<file path="config.mk">
export PLATFORM = sky130hd
export DESIGN_NAME = msrq_ram
export DESIGN_NICKNAME = d
export VERILOG_FILES = /design/src/design/msrq_ram.sv
export SDC_FILE = /design/constraint.sdc
export NUM_CORES = 1
export LEC_CHECK = 0
export BUFFER_PORTS_ARGS = -buffer_cell sky130_fd_sc_hd__buf_4
export CAP_MARGIN = 20
export CORE_MARGIN = 2
export CORE_UTILIZATION = 51
export DETAILED_ROUTE_END_ITERATION = 6
export PLACE_DENSITY_LB_ADDON = 0.12
export SKIP_LAST_GASP = 1
export SYNTH_ARGS = -nofsm -noshare
export SYNTH_HDL_FRONTEND = slang
export SYNTH_SLANG_ARGS = --single-unit
</file>
<file path="constraint.sdc">
create_clock -name clk -period 5.1 [get_ports clk]
set_input_delay 0.51 -clock clk [delete_from_list [all_inputs] [get_ports clk]]
set_output_delay 0.51 -clock clk [all_outputs]
set_load 0.01 [all_outputs]
</file>
<file path="src/design/msrq_ram.sv">
// ----------------------------------------------------------------------------
// msrq_ram
// generic single write port ram with one registered read port
// ----------------------------------------------------------------------------
module msrq_ram #(
  parameter int WIDTH = 8,
  parameter int DEPTH = 64
) (
  input  logic                     clk,
  input  logic                     wr_en,
  input  logic [$clog2(DEPTH)-1:0] wr_addr,
  input  logic [WIDTH-1:0]         wr_data,
  input  logic                     rd_en,
  input  logic [$clog2(DEPTH)-1:0] rd_addr,
  output logic [WIDTH-1:0]         rd_data
);

  logic [WIDTH-1:0] mem [DEPTH];

  always_ff @(posedge clk) begin
    if (wr_en) begin
      mem[wr_addr] <= wr_data;
    end
    if (rd_en) begin
      rd_data <= mem[rd_addr];
    end
  end

endmodule

</file>
==> results.md <==
- After detailed routing, the number of vias per cell comes to 6.105.
- Among all stages on the critical path, the largest delay is contributed by a221oi_1.
- After detailed routing, the average wire length per cell comes to 28.95 um.
- The routability congestion estimate from global placement is 0.7851.
- The initial core utilization is 0.5203.
- Entering global routing, the biggest net connects 65 pins.
- The clock input transition at the sequential cells of the worst setup and hold paths is 0.06 ns.
- Setup violations remaining at the end of the flow were counted as 0.
- Leaving out fill and tap cells, the most frequent cell in the layout is edfxtp_1.
- The routed design could run at a clock period as short as 3.016 ns.
- The library cells used most frequently in the layout, excluding fill and tap cells, are edfxtp_1 (520), mux4_2 (126), nor2_1 (83).
- The required time of the critical path is 5.39 ns.
- The cell taking the most area after synthesis is edfxtp_1.
- The peak fanout along the critical path is 38.
- The cell area after synthesis is 20250 um^2.
- In the finished design, the share of the clock period the worst path needs comes to 0.5915.
- The mean instance size in the synthesized netlist is 21.54 um^2.
- The met1 demand-to-capacity share in global routing is 0.3299.
- The core footprint is 38920 um^2.
- The cell count after synthesis came out at 940.
- The synthesis-stage register bit count is 520.
- Clock skew on the completed layout was measured at 0.01264 ns.
- Summed over all layers, the global routing overflow is 0.
- Counting flops with a built-in enable in the synthesized netlist gives 520.
- The routed design has 44520 um of wire.
- Once the clock tree was built, the setup fixing pass inserted 0 buffers.
- STA classifies the critical path endpoint as a flop.
- Yosys printed 0 warnings.
- The met2 routing resource usage after global routing is 0.3314.
- During I/O placement, the number of pins put on the boundary was 31.
- For this run, design rule violations remaining after detail routing come to 0.
- Relative to the synthesized area, the layout overhead comes to 11.55%.
- The detailed-route via count is 9390.
- The combined flip-flop and latch cell area is 15620 um^2.
- The worst-case IR drop observed on VDD is 0.0002643 V.
- The number of failing hold endpoints at the final stage came to 0.
- Summed over all cells, the static leakage comes to 6.991 nW.
- The total power per unit cell area is 397.5 nW/um^2.
- The total global-route track usage is 0.2223.
- Buffers inserted to repair hold after CTS numbered 0.
- The total count of max-transition violations in the final report was 0.
- In the final layout, the multi-input gates occupy 4315 um^2.
- The overall die height is 203.3 um.
- In the final layout, the share of cells above drive strength 1 is 0.2500.
- The number of filler cells placed in the layout is 2860.
- The via count of the first global-routing pass is 9500.
- The total number of H-tree levels is 2.
- The first detailed-routing pass took 5 iterations.
- The critical path arrival is 3.31 ns.
- The tool flagged a number of max-cap violations equal to 0.
- The max-slew headroom at the worst pin is 0.2963.
- The floorplan step defined a die boundary enclosing 41310 um^2.
- Counting tap cells, the placed design contains a total of 1447 instances.
- The initial antenna violation count is 1.
- After synthesis, the share of flip-flops with an asynchronous set or reset is 0.
- The share of synthesized area in the top cell type comes to 0.7712.
- In this design, the critical path's most frequently occurring cell is buf_4.
- The longest individual stage delay on the worst path is 0.85 ns.
- Setup repair after global routing left no endpoint under its margin.
- For this run, the leading register cell type out of synthesis is edfxtp_1.
- The number of antenna diodes in the final layout is 0.
- The tightest min-delay check is of the input pin to flop type.
- The count of distinct cell types in the synthesized netlist is 39.
- The signal on the critical path passes through buf_4 > buf_4 > mux4_2 > mux2_2 > a221oi_1 > o2bb2ai_1.
- The sum of negative setup slack is 0 ns.
- The run finished with clean final reports.
- The number of CTS-inserted buffers is 52.
- Counting every net in the synthesized netlist gives 963.
- The slew at the pin closest to its max-slew limit is 1.052 ns.
- The die width is 203.3 um.
- The kind of critical path is input pin to flop.
- The detailed-placement wirelength estimate is 26030 um.
- The maximum achievable frequency is 331.5 MHz.
- For this run, global-route usage on met3 was measured as 0.04890.
- Gates resized during post-CTS repair numbered 0.
- The number of buffers added on ports is 30.
- The number of design-rule violations left by the first detailed-router iteration is 918.
- The share of the yosys chip area belonging to registers is 0.7712.
- The final layout contains 1006 nets.
- Yosys attributes the largest share of cell area to edfxtp_1 (77%), mux4_2 (14%), nor2_1 (1.5%), mux2i_1 (1.1%), mux2_2 (0.72%).
- The global-route wire length before repair is 65210 um.
- The critical path startpoint category is an input pin.
- The clock latency on the worst-skew pair is 0.58 ns.
- The initialized floorplan defines 72 standard-cell rows.
- TritonCTS built the clock tree.
- The clock drives 520 sinks.
- The worst-case clock buffer depth is 3.
- The buffer type at the clock tree root is clkbuf_16.
- At the end of the flow the core is filled with cells to 0.5803.
- Once detail routing completed, the nets flagged for antenna violations numbered 0.
- The global routing stage identified its most utilized layer as met2.
- The non-filler instance count after layout is 1538.
## sequential cells by signal (all words and copies together) (netlist names)
name and flops:
mem 512, rd_data 8
## critical path, delay by kind of cell
kind	cells	cell delay (ns)
compound gates	2	1.00
mux	2	0.92
buf+inv	2	0.86
## final cells by class
class                           instances  area share
Sequential cell                       520      0.6914
Multi-Input combinational cell        369      0.1911
Clock buffer                           59     0.05972
Tap cell                              518     0.02870
Timing Repair Buffer                   40     0.01468
Clock inverter                         32     0.01446
## power breakdown
group	total, mW	internal, mW	switching [mW]
Clock	3.79	2.24	1.56
Sequential	4.76	4.74	0.0148
Combinational	0.428	0.162	0.266
Total	8.98	7.14	1.84
## kinds of logic (layout without fill, tap and decap cells)
| kind of cell | after synthesis | after routing | share of synthesized area |
|---|---|---|---|
| and+or+nand+nor | 153 | 153 | 0.03374 |
| buffers and inverters | 51 | 131 | 0.01563 |
| AOI/OAI and AO/OA | 54 | 54 | 0.02064 |
| DFF | 520 | 520 | 0.7712 |
| muxes | 162 | 162 | 0.1588 |
## final timing paths
kind | slack (ns) | cells past startpoint | startpoint | end
hold / removal | 0.29 | 1 | rd_en | rd_data[7]
setup / recovery | 2.08 | 6 | rd_addr[1] | rd_data[0]
hold reg to reg | 0.91 | 3 | mem[30][6] | rd_data[6]
setup reg to reg | 2.63 | 4 | mem[44][0] | rd_data[0]
## per-layer routing
metal  routed length, um  vias to the layer above  share of wire
li1                    -                     4008              -
met1               19140                     4950           0.43
met4                1064                        2          0.024
met2               20720                      360           0.47
met3                3577                       70          0.080
met5                  11                        -        0.00025
## through the flow
step | area, um^2 | power, mW | hold slack, ns | worst slack [ns]
final | 22590 | 8.978 | 0.2938 | 2.084
after global routing | 22590 | 9.231 | 0.2642 | 2.009
after CTS | 22590 | 9.050 | 0.2345 | 2.071
after detailed placement | 20910 | 5.280 | 0.8569 | 1.452
after global placement | 20910 | 5.275 | 0.8603 | 1.461
after floorplan | 20250 | 5.092 | 0.6089 | 2.784
## cell usage after synthesis, types with 8 or more instances
cell and number:
buf_2 11, nand2_1 19, o221ai_1 8, mux2_2 13, mux2i_1 23, edfxtp_1 520, buf_4 13, clkbuf_1 17
o22ai_1 8, nor2_1 83, nor2b_1 14, mux4_2 126, nand3_1 13
No activity file was read; power rests on OpenSTA's default activity.
