==> src/design/msrq_pkg.sv <==
// ----------------------------------------------------------------------------
// msrq_pkg
// shared constants, status codes and state encodings of the message slot ring
// ----------------------------------------------------------------------------
package msrq_pkg;

  localparam int SLOTS_DEF      = 64;
  localparam int DATA_BYTES_DEF = 65536;
  localparam int KEY_BITS_DEF   = 64;

  localparam int KEY_PORT_W = 64;
  localparam int SIZE_W     = 20;
  localparam int OUT_W      = 16;
  localparam int CFG_IDX_W  = 2;

  localparam logic REQ_READ = 1'b1;

  typedef enum logic [2:0] {
    ST_OK        = 3'd0,
    ST_TOO_LARGE = 3'd1,
    ST_NO_SLOT   = 3'd2,
    ST_NO_SPACE  = 3'd3,
    ST_NO_MSG    = 3'd4
  } status_t;

  typedef enum logic [1:0] {
    S_IDLE,
    S_WEVAL,
    S_RPICK,
    S_RCHK
  } state_t;

  typedef enum logic [CFG_IDX_W-1:0] {
    CFG_OVERFLOW = 2'd0,
    CFG_ANON     = 2'd1,
    CFG_OWN_KEY  = 2'd2,
    CFG_DEF_DEST = 2'd3
  } cfg_reg_t;

endpackage

==> src/design/msrq_ctrl.sv <==
// ----------------------------------------------------------------------------
// msrq_ctrl
// request sequencer: slot search, eviction, payload allocation and read scan
// ----------------------------------------------------------------------------
module msrq_ctrl #(
  parameter int SLOTS      = msrq_pkg::SLOTS_DEF,
  parameter int DATA_BYTES = msrq_pkg::DATA_BYTES_DEF,
  parameter int KEY_BITS   = msrq_pkg::KEY_BITS_DEF,
  parameter int SW         = $clog2(SLOTS),
  parameter int EW         = 2 * KEY_BITS + 2 * $clog2(DATA_BYTES) + 1
) (
  input  logic                                 clk,
  input  logic                                 rst_n,
  input  logic                                 in_valid,
  output logic                                 in_stall,
  input  logic                                 in_req_type,
  input  logic [msrq_pkg::SIZE_W-1:0]          in_msg_size,
  input  logic [msrq_pkg::KEY_PORT_W-1:0]      in_dest_key,
  input  logic                                 in_use_default_dest,
  output logic                                 out_valid,
  input  logic                                 out_stall,
  output logic [2:0]                           out_status,
  output logic [msrq_pkg::OUT_W-1:0]           out_data_offset,
  output logic [msrq_pkg::OUT_W-1:0]           out_size,
  output logic [msrq_pkg::KEY_PORT_W-1:0]      out_src_key,
  input  logic                                 cfg_we,
  input  logic [msrq_pkg::CFG_IDX_W-1:0]       cfg_index,
  input  logic [msrq_pkg::KEY_PORT_W-1:0]      cfg_wdata,
  output logic                                 ram_rd_en,
  output logic [SW-1:0]                        ram_rd_addr,
  input  logic [EW-1:0]                        ram_rd_data,
  output logic                                 ram_wr_en,
  output logic [SW-1:0]                        ram_wr_addr,
  output logic [EW-1:0]                        ram_wr_data
);

  import msrq_pkg::*;

  localparam int OW = $clog2(DATA_BYTES);
  localparam int LW = OW + 1;

  function automatic logic [SW-1:0] first_set(input logic [SLOTS-1:0] v);
    logic [SW-1:0] idx;
    idx = '0;
    for (int i = SLOTS - 1; i >= 0; i--) begin
      if (v[i]) idx = SW'(i);
    end
    return idx;
  endfunction

  function automatic logic [SW-1:0] next_slot(input logic [SW-1:0] i);
    return (i == SW'(SLOTS - 1)) ? '0 : i + SW'(1);
  endfunction

  function automatic logic [OUT_W-1:0] to_out(input logic [LW-1:0] v);
    logic [31:0] t;
    t = 32'(v);
    return t[OUT_W-1:0];
  endfunction

  state_t               state_r, state_nxt;
  logic [SLOTS-1:0]     used_r, used_nxt;
  logic [SLOTS-1:0]     rdy_r, rdy_nxt;
  logic [SLOTS-1:0]     mask_r, mask_nxt;
  logic [SW-1:0]        read_slot_r, read_slot_nxt;
  logic [SW-1:0]        write_slot_r, write_slot_nxt;
  logic [LW-1:0]        read_byte_r, read_byte_nxt;
  logic [LW-1:0]        write_byte_r, write_byte_nxt;
  logic [OW-1:0]        size_r, size_nxt;
  logic [KEY_BITS-1:0]  dest_r, dest_nxt;
  logic                 w_found_r, w_found_nxt;
  logic [SW-1:0]        w_idx_r, w_idx_nxt;
  logic [SW-1:0]        cand_r, cand_nxt;
  logic                 ovf_r, anon_r;
  logic [KEY_BITS-1:0]  own_key_r, def_dest_r;
  logic                 out_valid_r, out_valid_nxt;
  logic [2:0]           out_status_r, out_status_nxt;
  logic [OUT_W-1:0]     out_off_r, out_off_nxt;
  logic [OUT_W-1:0]     out_size_r, out_size_nxt;
  logic [KEY_BITS-1:0]  out_src_r, out_src_nxt;

  logic                 out_free;
  logic [31:0]          size32;
  logic                 too_large;
  logic [SLOTS-1:0]     w_hi, w_lo, r_hi, r_lo;
  logic                 w_any;
  logic [SW-1:0]        w_pick;
  logic                 r_any;
  logic [SW-1:0]        r_pick;

  logic [KEY_BITS-1:0]  e_src, e_dest;
  logic [LW-1:0]        e_off;
  logic [OW-1:0]        e_len;
  logic [SW-1:0]        w_idx;
  logic [LW-1:0]        rb, tail, sz, start;
  logic                 fits;

  assign out_free = !out_valid_r || !out_stall;
  assign in_stall = (state_r != S_IDLE) || !out_free;
  assign size32   = 32'(in_msg_size);
  assign too_large = size32 >= 32'(DATA_BYTES);

  assign e_src  = ram_rd_data[EW-1 -: KEY_BITS];
  assign e_dest = ram_rd_data[EW-KEY_BITS-1 -: KEY_BITS];
  assign e_off  = ram_rd_data[LW+OW-1:OW];
  assign e_len  = ram_rd_data[OW-1:0];

  // free slot and readable slot search over the flag vectors
  always_comb begin
    for (int i = 0; i < SLOTS; i++) begin
      logic ge_w, lt_r1, ge_r, lt_w;
      ge_w  = SW'(i) >= write_slot_r;
      ge_r  = SW'(i) >= read_slot_r;
      lt_w  = SW'(i) < write_slot_r;
      lt_r1 = SW'(i) <= read_slot_r;
      if (read_slot_r <= write_slot_r) begin
        w_hi[i] = !used_r[i] && ge_w;
        w_lo[i] = !used_r[i] && !ge_w && !ge_r;
      end else begin
        w_hi[i] = !used_r[i] && ge_w && lt_r1;
        w_lo[i] = 1'b0;
      end
      if (write_slot_r <= read_slot_r) begin
        r_hi[i] = rdy_r[i] && mask_r[i] && ge_r;
        r_lo[i] = rdy_r[i] && mask_r[i] && !ge_r && lt_w;
      end else begin
        r_hi[i] = rdy_r[i] && mask_r[i] && ge_r && lt_w;
        r_lo[i] = 1'b0;
      end
    end
    w_any  = |w_hi || |w_lo;
    w_pick = |w_hi ? first_set(w_hi) : first_set(w_lo);
    r_any  = |r_hi || |r_lo;
    r_pick = |r_hi ? first_set(r_hi) : first_set(r_lo);
  end

  // payload allocation
  always_comb begin
    w_idx = w_found_r ? w_idx_r : read_slot_r;
    rb    = w_found_r ? read_byte_r : e_off + LW'(e_len);
    tail  = LW'(DATA_BYTES) - write_byte_r;
    sz    = LW'(size_r);
    start = write_byte_r;
    fits  = 1'b0;
    if (write_byte_r >= rb) begin
      if (tail >= sz) begin
        fits = 1'b1;
      end else begin
        start = '0;
        fits  = rb >= sz;
      end
    end else begin
      fits = (rb - write_byte_r) >= sz;
    end
  end

  always_comb begin
    state_nxt      = state_r;
    used_nxt       = used_r;
    rdy_nxt        = rdy_r;
    mask_nxt       = mask_r;
    read_slot_nxt  = read_slot_r;
    write_slot_nxt = write_slot_r;
    read_byte_nxt  = read_byte_r;
    write_byte_nxt = write_byte_r;
    size_nxt       = size_r;
    dest_nxt       = dest_r;
    w_found_nxt    = w_found_r;
    w_idx_nxt      = w_idx_r;
    cand_nxt       = cand_r;
    out_valid_nxt  = out_valid_r && out_stall;
    out_status_nxt = out_status_r;
    out_off_nxt    = out_off_r;
    out_size_nxt   = out_size_r;
    out_src_nxt    = out_src_r;
    ram_rd_en      = 1'b0;
    ram_rd_addr    = read_slot_r;
    ram_wr_en      = 1'b0;
    ram_wr_addr    = w_idx;
    ram_wr_data    = {own_key_r, dest_r, LW'(0), OW'(0)};

    case (state_r)
      S_IDLE: begin
        if (in_valid && !in_stall) begin
          size_nxt    = size32[OW-1:0];
          dest_nxt    = in_use_default_dest ? def_dest_r : in_dest_key[KEY_BITS-1:0];
          w_found_nxt = w_any;
          w_idx_nxt   = w_pick;
          mask_nxt    = '1;
          if (in_req_type == REQ_READ) begin
            state_nxt = S_RPICK;
          end else if (too_large) begin
            out_valid_nxt  = 1'b1;
            out_status_nxt = ST_TOO_LARGE;
            out_off_nxt    = '0;
            out_size_nxt   = '0;
            out_src_nxt    = '0;
          end else begin
            ram_rd_en = 1'b1;
            state_nxt = S_WEVAL;
          end
        end
      end
      S_WEVAL: begin
        if (out_free) begin
          out_valid_nxt = 1'b1;
          out_src_nxt   = '0;
          out_off_nxt   = '0;
          out_size_nxt  = '0;
          state_nxt     = S_IDLE;
          if (!w_found_r && !ovf_r) begin
            out_status_nxt = ST_NO_SLOT;
          end else begin
            if (!w_found_r) begin
              read_slot_nxt = next_slot(read_slot_r);
              read_byte_nxt = rb;
            end
            write_slot_nxt = next_slot(w_idx);
            ram_wr_en      = 1'b1;
            used_nxt[w_idx] = 1'b0;
            rdy_nxt[w_idx]  = 1'b0;
            if (fits) begin
              write_byte_nxt  = start + sz;
              ram_wr_data     = {own_key_r, dest_r, start, size_r};
              used_nxt[w_idx] = 1'b1;
              rdy_nxt[w_idx]  = size_r != '0;
              out_status_nxt  = ST_OK;
              out_off_nxt     = to_out(start);
              out_size_nxt    = to_out(sz);
            end else begin
              out_status_nxt = ST_NO_SPACE;
            end
          end
        end
      end
      S_RPICK: begin
        if (r_any) begin
          cand_nxt    = r_pick;
          ram_rd_en   = 1'b1;
          ram_rd_addr = r_pick;
          state_nxt   = S_RCHK;
        end else if (out_free) begin
          out_valid_nxt  = 1'b1;
          out_status_nxt = ST_NO_MSG;
          out_off_nxt    = '0;
          out_size_nxt   = '0;
          out_src_nxt    = '0;
          state_nxt      = S_IDLE;
        end
      end
      S_RCHK: begin
        if (anon_r || e_dest == own_key_r) begin
          if (out_free) begin
            read_slot_nxt = next_slot(read_slot_r);
            if (e_off == read_byte_r) begin
              read_byte_nxt = read_byte_r + LW'(e_len);
            end
            used_nxt[cand_r] = 1'b0;
            rdy_nxt[cand_r]  = 1'b0;
            out_valid_nxt    = 1'b1;
            out_status_nxt   = ST_OK;
            out_off_nxt      = to_out(e_off);
            out_size_nxt     = to_out(LW'(e_len));
            out_src_nxt      = e_src;
            state_nxt        = S_IDLE;
          end
        end else begin
          mask_nxt[cand_r] = 1'b0;
          state_nxt        = S_RPICK;
        end
      end
      default: state_nxt = S_IDLE;
    endcase
  end

  always_ff @(posedge clk) begin
    if (!rst_n) begin
      state_r      <= S_IDLE;
      used_r       <= '0;
      rdy_r        <= '0;
      read_slot_r  <= '0;
      write_slot_r <= '0;
      read_byte_r  <= '0;
      write_byte_r <= '0;
      out_valid_r  <= 1'b0;
      ovf_r        <= 1'b0;
      anon_r       <= 1'b0;
      own_key_r    <= '0;
      def_dest_r   <= '0;
    end else begin
      state_r      <= state_nxt;
      used_r       <= used_nxt;
      rdy_r        <= rdy_nxt;
      read_slot_r  <= read_slot_nxt;
      write_slot_r <= write_slot_nxt;
      read_byte_r  <= read_byte_nxt;
      write_byte_r <= write_byte_nxt;
      out_valid_r  <= out_valid_nxt;
      if (cfg_we) begin
        case (cfg_reg_t'(cfg_index))
          CFG_OVERFLOW: ovf_r      <= cfg_wdata[0];
          CFG_ANON:     anon_r     <= cfg_wdata[0];
          CFG_OWN_KEY:  own_key_r  <= cfg_wdata[KEY_BITS-1:0];
          CFG_DEF_DEST: def_dest_r <= cfg_wdata[KEY_BITS-1:0];
          default: ;
        endcase
      end
    end
  end

  always_ff @(posedge clk) begin
    mask_r       <= mask_nxt;
    size_r       <= size_nxt;
    dest_r       <= dest_nxt;
    w_found_r    <= w_found_nxt;
    w_idx_r      <= w_idx_nxt;
    cand_r       <= cand_nxt;
    out_status_r <= out_status_nxt;
    out_off_r    <= out_off_nxt;
    out_size_r   <= out_size_nxt;
    out_src_r    <= out_src_nxt;
  end

  assign out_valid       = out_valid_r;
  assign out_status      = out_status_r;
  assign out_data_offset = out_off_r;
  assign out_size        = out_size_r;
  assign out_src_key     = KEY_PORT_W'(out_src_r);

endmodule

==> config.mk <==
export PLATFORM = sky130hd
export DESIGN_NAME = msrq_ctrl
export DESIGN_NICKNAME = d
export VERILOG_FILES = /design/src/design/msrq_pkg.sv /design/src/design/msrq_ctrl.sv
export SDC_FILE = /design/constraint.sdc
export NUM_CORES = 2
export LEC_CHECK = 0
export BUFFER_PORTS_ARGS = -buffer_cell sky130_fd_sc_hd__buf_4
export CORE_MARGIN = 2
export CORE_UTILIZATION = 45
export DETAILED_ROUTE_END_ITERATION = 16
export PLACE_DENSITY = 0.66
export SLEW_MARGIN = 20
export SYNTH_ARGS = -nofsm -noshare
export SYNTH_HDL_FRONTEND = slang
export SYNTH_SLANG_ARGS = --single-unit
==> constraint.sdc <==
create_clock -name clk -period 9.4 [get_ports clk]
set_input_delay 1.41 -clock clk [delete_from_list [all_inputs] [get_ports clk]]
set_output_delay 1.41 -clock clk [all_outputs]
set_load 0.1 [all_outputs]
==> flow_summary_export.csv <==
group,metric,value,unit
outcome,status,"completed",
power,powerDensity,383,nW/um^2
critical_path,path_cells,"buf_4 -> ha_1 -> a21o_1 -> a21oi_1 -> nand2b_1 -> a211oi_1 -> o31ai_1 -> o21ai_0 -> a2111oi_0 -> a211oi_1 -> ha_1 -> nand4_1 -> a211oi_1 -> o21a_1 -> nor2_1 -> ha_1 -> nand3_1 -> or4_1 -> nand3_1 -> nor3_1 -> o211a_1 -> nor2_1 -> and3_1 -> buf_4",
sta,tightest_slew,1.27,ns
critical_path,critPathKind,"in2out",
clock_tree,numCtsBuffers,67,
yosys,syn-num-nets,5020,
drt,route.met3.wl,25.8,mm
sta,maxSlewViolCount,0,
critical_path,slowest_delay,0.58,ns
yosys,synth_seq_area_share,0.370,
critical_path,crit_required,7.99,ns
hold_path,hold_path_class,"reg2reg",
die,coreArea,82100,um^2
critical_path,startpoint,"ram_rd_data[1]",
drt,via_count,41057,
drt,drtPass1Iterations,10,
global_route,grt_pass1_vias,37671,
die,die-area,85300,um^2
clock_tree,clk_pin_slew,0.06,ns
drt,ant_nets,0,
yosys,yosysUniqueCellTypes,102,
placed_design,dp.final_hpwl,147,mm
die,die_x,292,um
yosys,yosysWarnings,0,
critical_path,rr_startpoint,"w_found_r",
sta,final.min_clock_period,9.03,ns
run,max_cap_viol_count,0,
layout,fillCellCount,7778,
global_route,grt_first_pass_wirelength,268,mm
die,ios,594,
global_route,grt_usage,0.428,
global_route,grt_antenna_before_repair,6,
yosys,synthFlopType,"dfxtp_1",
placed_design,gp_congestion,1.11,
drt,wl_met2,77.4,mm
sta,setup_viol,0,
critical_path,path_max_fanout,8,
clock_tree,cts_tree,"done",
yosys,synth_area_leaders,"edfxtp_1, dfxtp_1, nand2_1, o21ai_0, a21oi_1",
layout,ff_latch_area,13800,um^2
sta,period_share,0.960,
drt,m1WireLength,75.1,mm
sta,fmax,111,MHz
clock_tree,ctsHoldBuffers,0,
clock_tree,postCtsSetupBuffers,0,
clock_tree,cts_max_path_buffers,3,
die,die_h,292,um
critical_path,slowest_stage,"a2111oi_0",
sta,finClkSkew,0.0527,ns
yosys,synth_seq_cells,563,
critical_path,worstSetupEndpoint,"ram_wr_data[0]",
layout,syn2layout_area_growth,20.8,%
drt,routed_wl,190,mm
yosys,synth.top_cell.area_share,0.206,
yosys,synthTopCellsByCount,"nand2_1, o21ai_0, nor2_1",
drt,drt_iter0_drc,5736,
yosys,syn_area,37400,um^2
critical_path,reg2reg_to,"write_byte_r[16]",
drt,viasPerCell,6.64,
clock_tree,cts-root-buf,"clkbuf_16",
sta,setup_tns,0,ns
power,vdd.ir_drop.worst,0.655,mV
clock_tree,cts_num_sinks,563,
clock_tree,ctsResizeCount,0,
critical_path,cp.arrival,7.62,ns
sta,final_hold_viol_count,0,
clock_tree,clk_latency,0.65,ns
yosys,synth_edf_count,256,
die,rows,105,
yosys,synthArstFlopShare,0,
yosys,synth_cells,4569,
layout,multi_input_area,22100,um^2
yosys,yosys.area.top_type,"edfxtp_1",
layout,nNetsFinal,5502,
die,start_util,0.455,
drt,wl_per_cell,30.7,um
drt,drc,0,
yosys,avgSynthCellArea,8.18,um^2
critical_path,regToRegSetupSlack,1.32,ns
yosys,synthMostInstantiatedCell,"nand2_1",
sta,rsz0062_at_grt,"false",
sta,slew_headroom,0.142,
layout,drive_gt1_frac,0.188,
global_route,gr-total-overflow,0,
critical_path,r2r_cells,25,
critical_path,worst_setup_path_start_kind,"input port",
placed_design,numPortBuffers,593,
placed_design,dp_worst_setup_slack,0.398,ns
global_route,grt_start_max_net_pins,132,
clock_tree,h-tree-depth,3,
sta,setup_slack,0.375,ns
power,leakage,17.4,nW
critical_path,crit_path_end_kind,"output port",
drt,top_layer_used,"met4",
[cells by family (layout without fill, tap and decap cells)]
logic type / count (synthesis) / after routing / share of synthesized area
AO/OA/AOI/OAI: 1456 / 1456 / 0.254
XOR/XNOR: 144 / 144 / 0.0338
adder cells (fa/ha/maj): 133 / 133 / 0.0453
buffers and inverters: 380 / 917 / 0.0419
flip-flops: 563 / 563 / 0.370
multiplexers: 97 / 97 / 0.0285
other: 0 / 6 / 0
AND/OR/NAND/NOR: 1796 / 1796 / 0.226
[metal layers]
metal,global-route usage,vias up
met5,0,-
met3,0.136,535
met1,0.578,19613
met2,0.610,2950
li1,-,17959
met4,0.221,0
[final cells by class]
cell class | instances | area share
multi-input cells | 3626 | 0.489
clock inverters | 23 | 0.00693
flip-flops and latches | 563 | 0.307
clock buffers | 101 | 0.0420
repair buffers | 693 | 0.116
well taps | 1070 | 0.0297
inverters | 100 | 0.00849
diodes | 6 | 0.000333
[critical path: cells and delay by family]
kind / cells / cell delay [ns]
adder cells (fa/ha/maj): 3 / 1.04
buffers and inverters: 2 / 0.43
AO/OA/AOI/OAI: 10 / 2.92
AND/OR/NAND/NOR: 9 / 1.79
[per-stage QoR]
stage / total power, mW / instances / area (um^2) / utilization / hold WS (ns)
CTS: 17.0 / 6175 / 45100 / 0.549 / 0.451
global placement: 14.3 / 6051 / 42900 / 0.522 / 0.439
detailed placement: 14.3 / 6051 / 42900 / 0.522 / 0.443
global route: 18.0 / 6179 / 45100 / 0.549 / 0.465
finish: 17.3 / 6182 / 45100 / 0.549 / 0.449
floorplan: 11.1 / 4569 / 37400 / - / 0.433
[worst min path at each step]
stage	from	end	slack [ns]	cells after the start
2_1_floorplan	def_dest_r[0]	def_dest_r[0]	0.43	2
5_1_grt	def_dest_r[57]	def_dest_r[57]	0.47	2
3_3_place_gp	def_dest_r[13]	def_dest_r[13]	0.44	2
4_1_cts	def_dest_r[56]	def_dest_r[56]	0.45	2
3_5_place_dp	def_dest_r[56]	def_dest_r[56]	0.44	2
6_report	def_dest_r[56]	def_dest_r[56]	0.45	2
[cells in the final DEF, fill, tap and decap left out, types with 17 or more instances in the layout]
cell type,synthesis,final
dfxtp_1,307,301
and2_1,89,89
or2_2,33,33
o2111ai_1,17,17
o31ai_1,45,45
nand4_1,48,48
mux2_2,69,69
inv_1,90,90
xnor2_1,55,55
o21bai_1,20,20
clkbuf_16,0,68
buf_4,12,689
nor2_1,345,342
a22oi_1,25,25
nor3_1,138,132
a211oi_1,78,77
a21oi_1,339,338
nand2b_1,37,37
nand3b_1,19,19
ha_1,129,128
nand3_1,157,155
o21ai_0,361,360
mux2i_1,23,23
or3_1,41,41
a211o_1,30,30
a22o_1,33,33
nand2_1,699,699
clkbuf_1,197,26
edfxtp_1,256,256
a31o_2,16,17
nor2b_1,33,33
a21o_1,64,64
o211ai_1,59,59
a31oi_1,55,55
nor4_1,62,62
o21a_1,23,22
xor2_1,89,89
o22ai_1,86,86
[power by group]
group	leakage [nW]	total [mW]	switching [mW]	internal [mW]
Combinational	11.6	11.3	8.11	3.17
Sequential	4.78	3.40	0.277	3.12
Clock	1.06	2.61	1.15	1.46
Total	17.4	17.3	9.54	7.75
(Power assumes the default switching activity.)
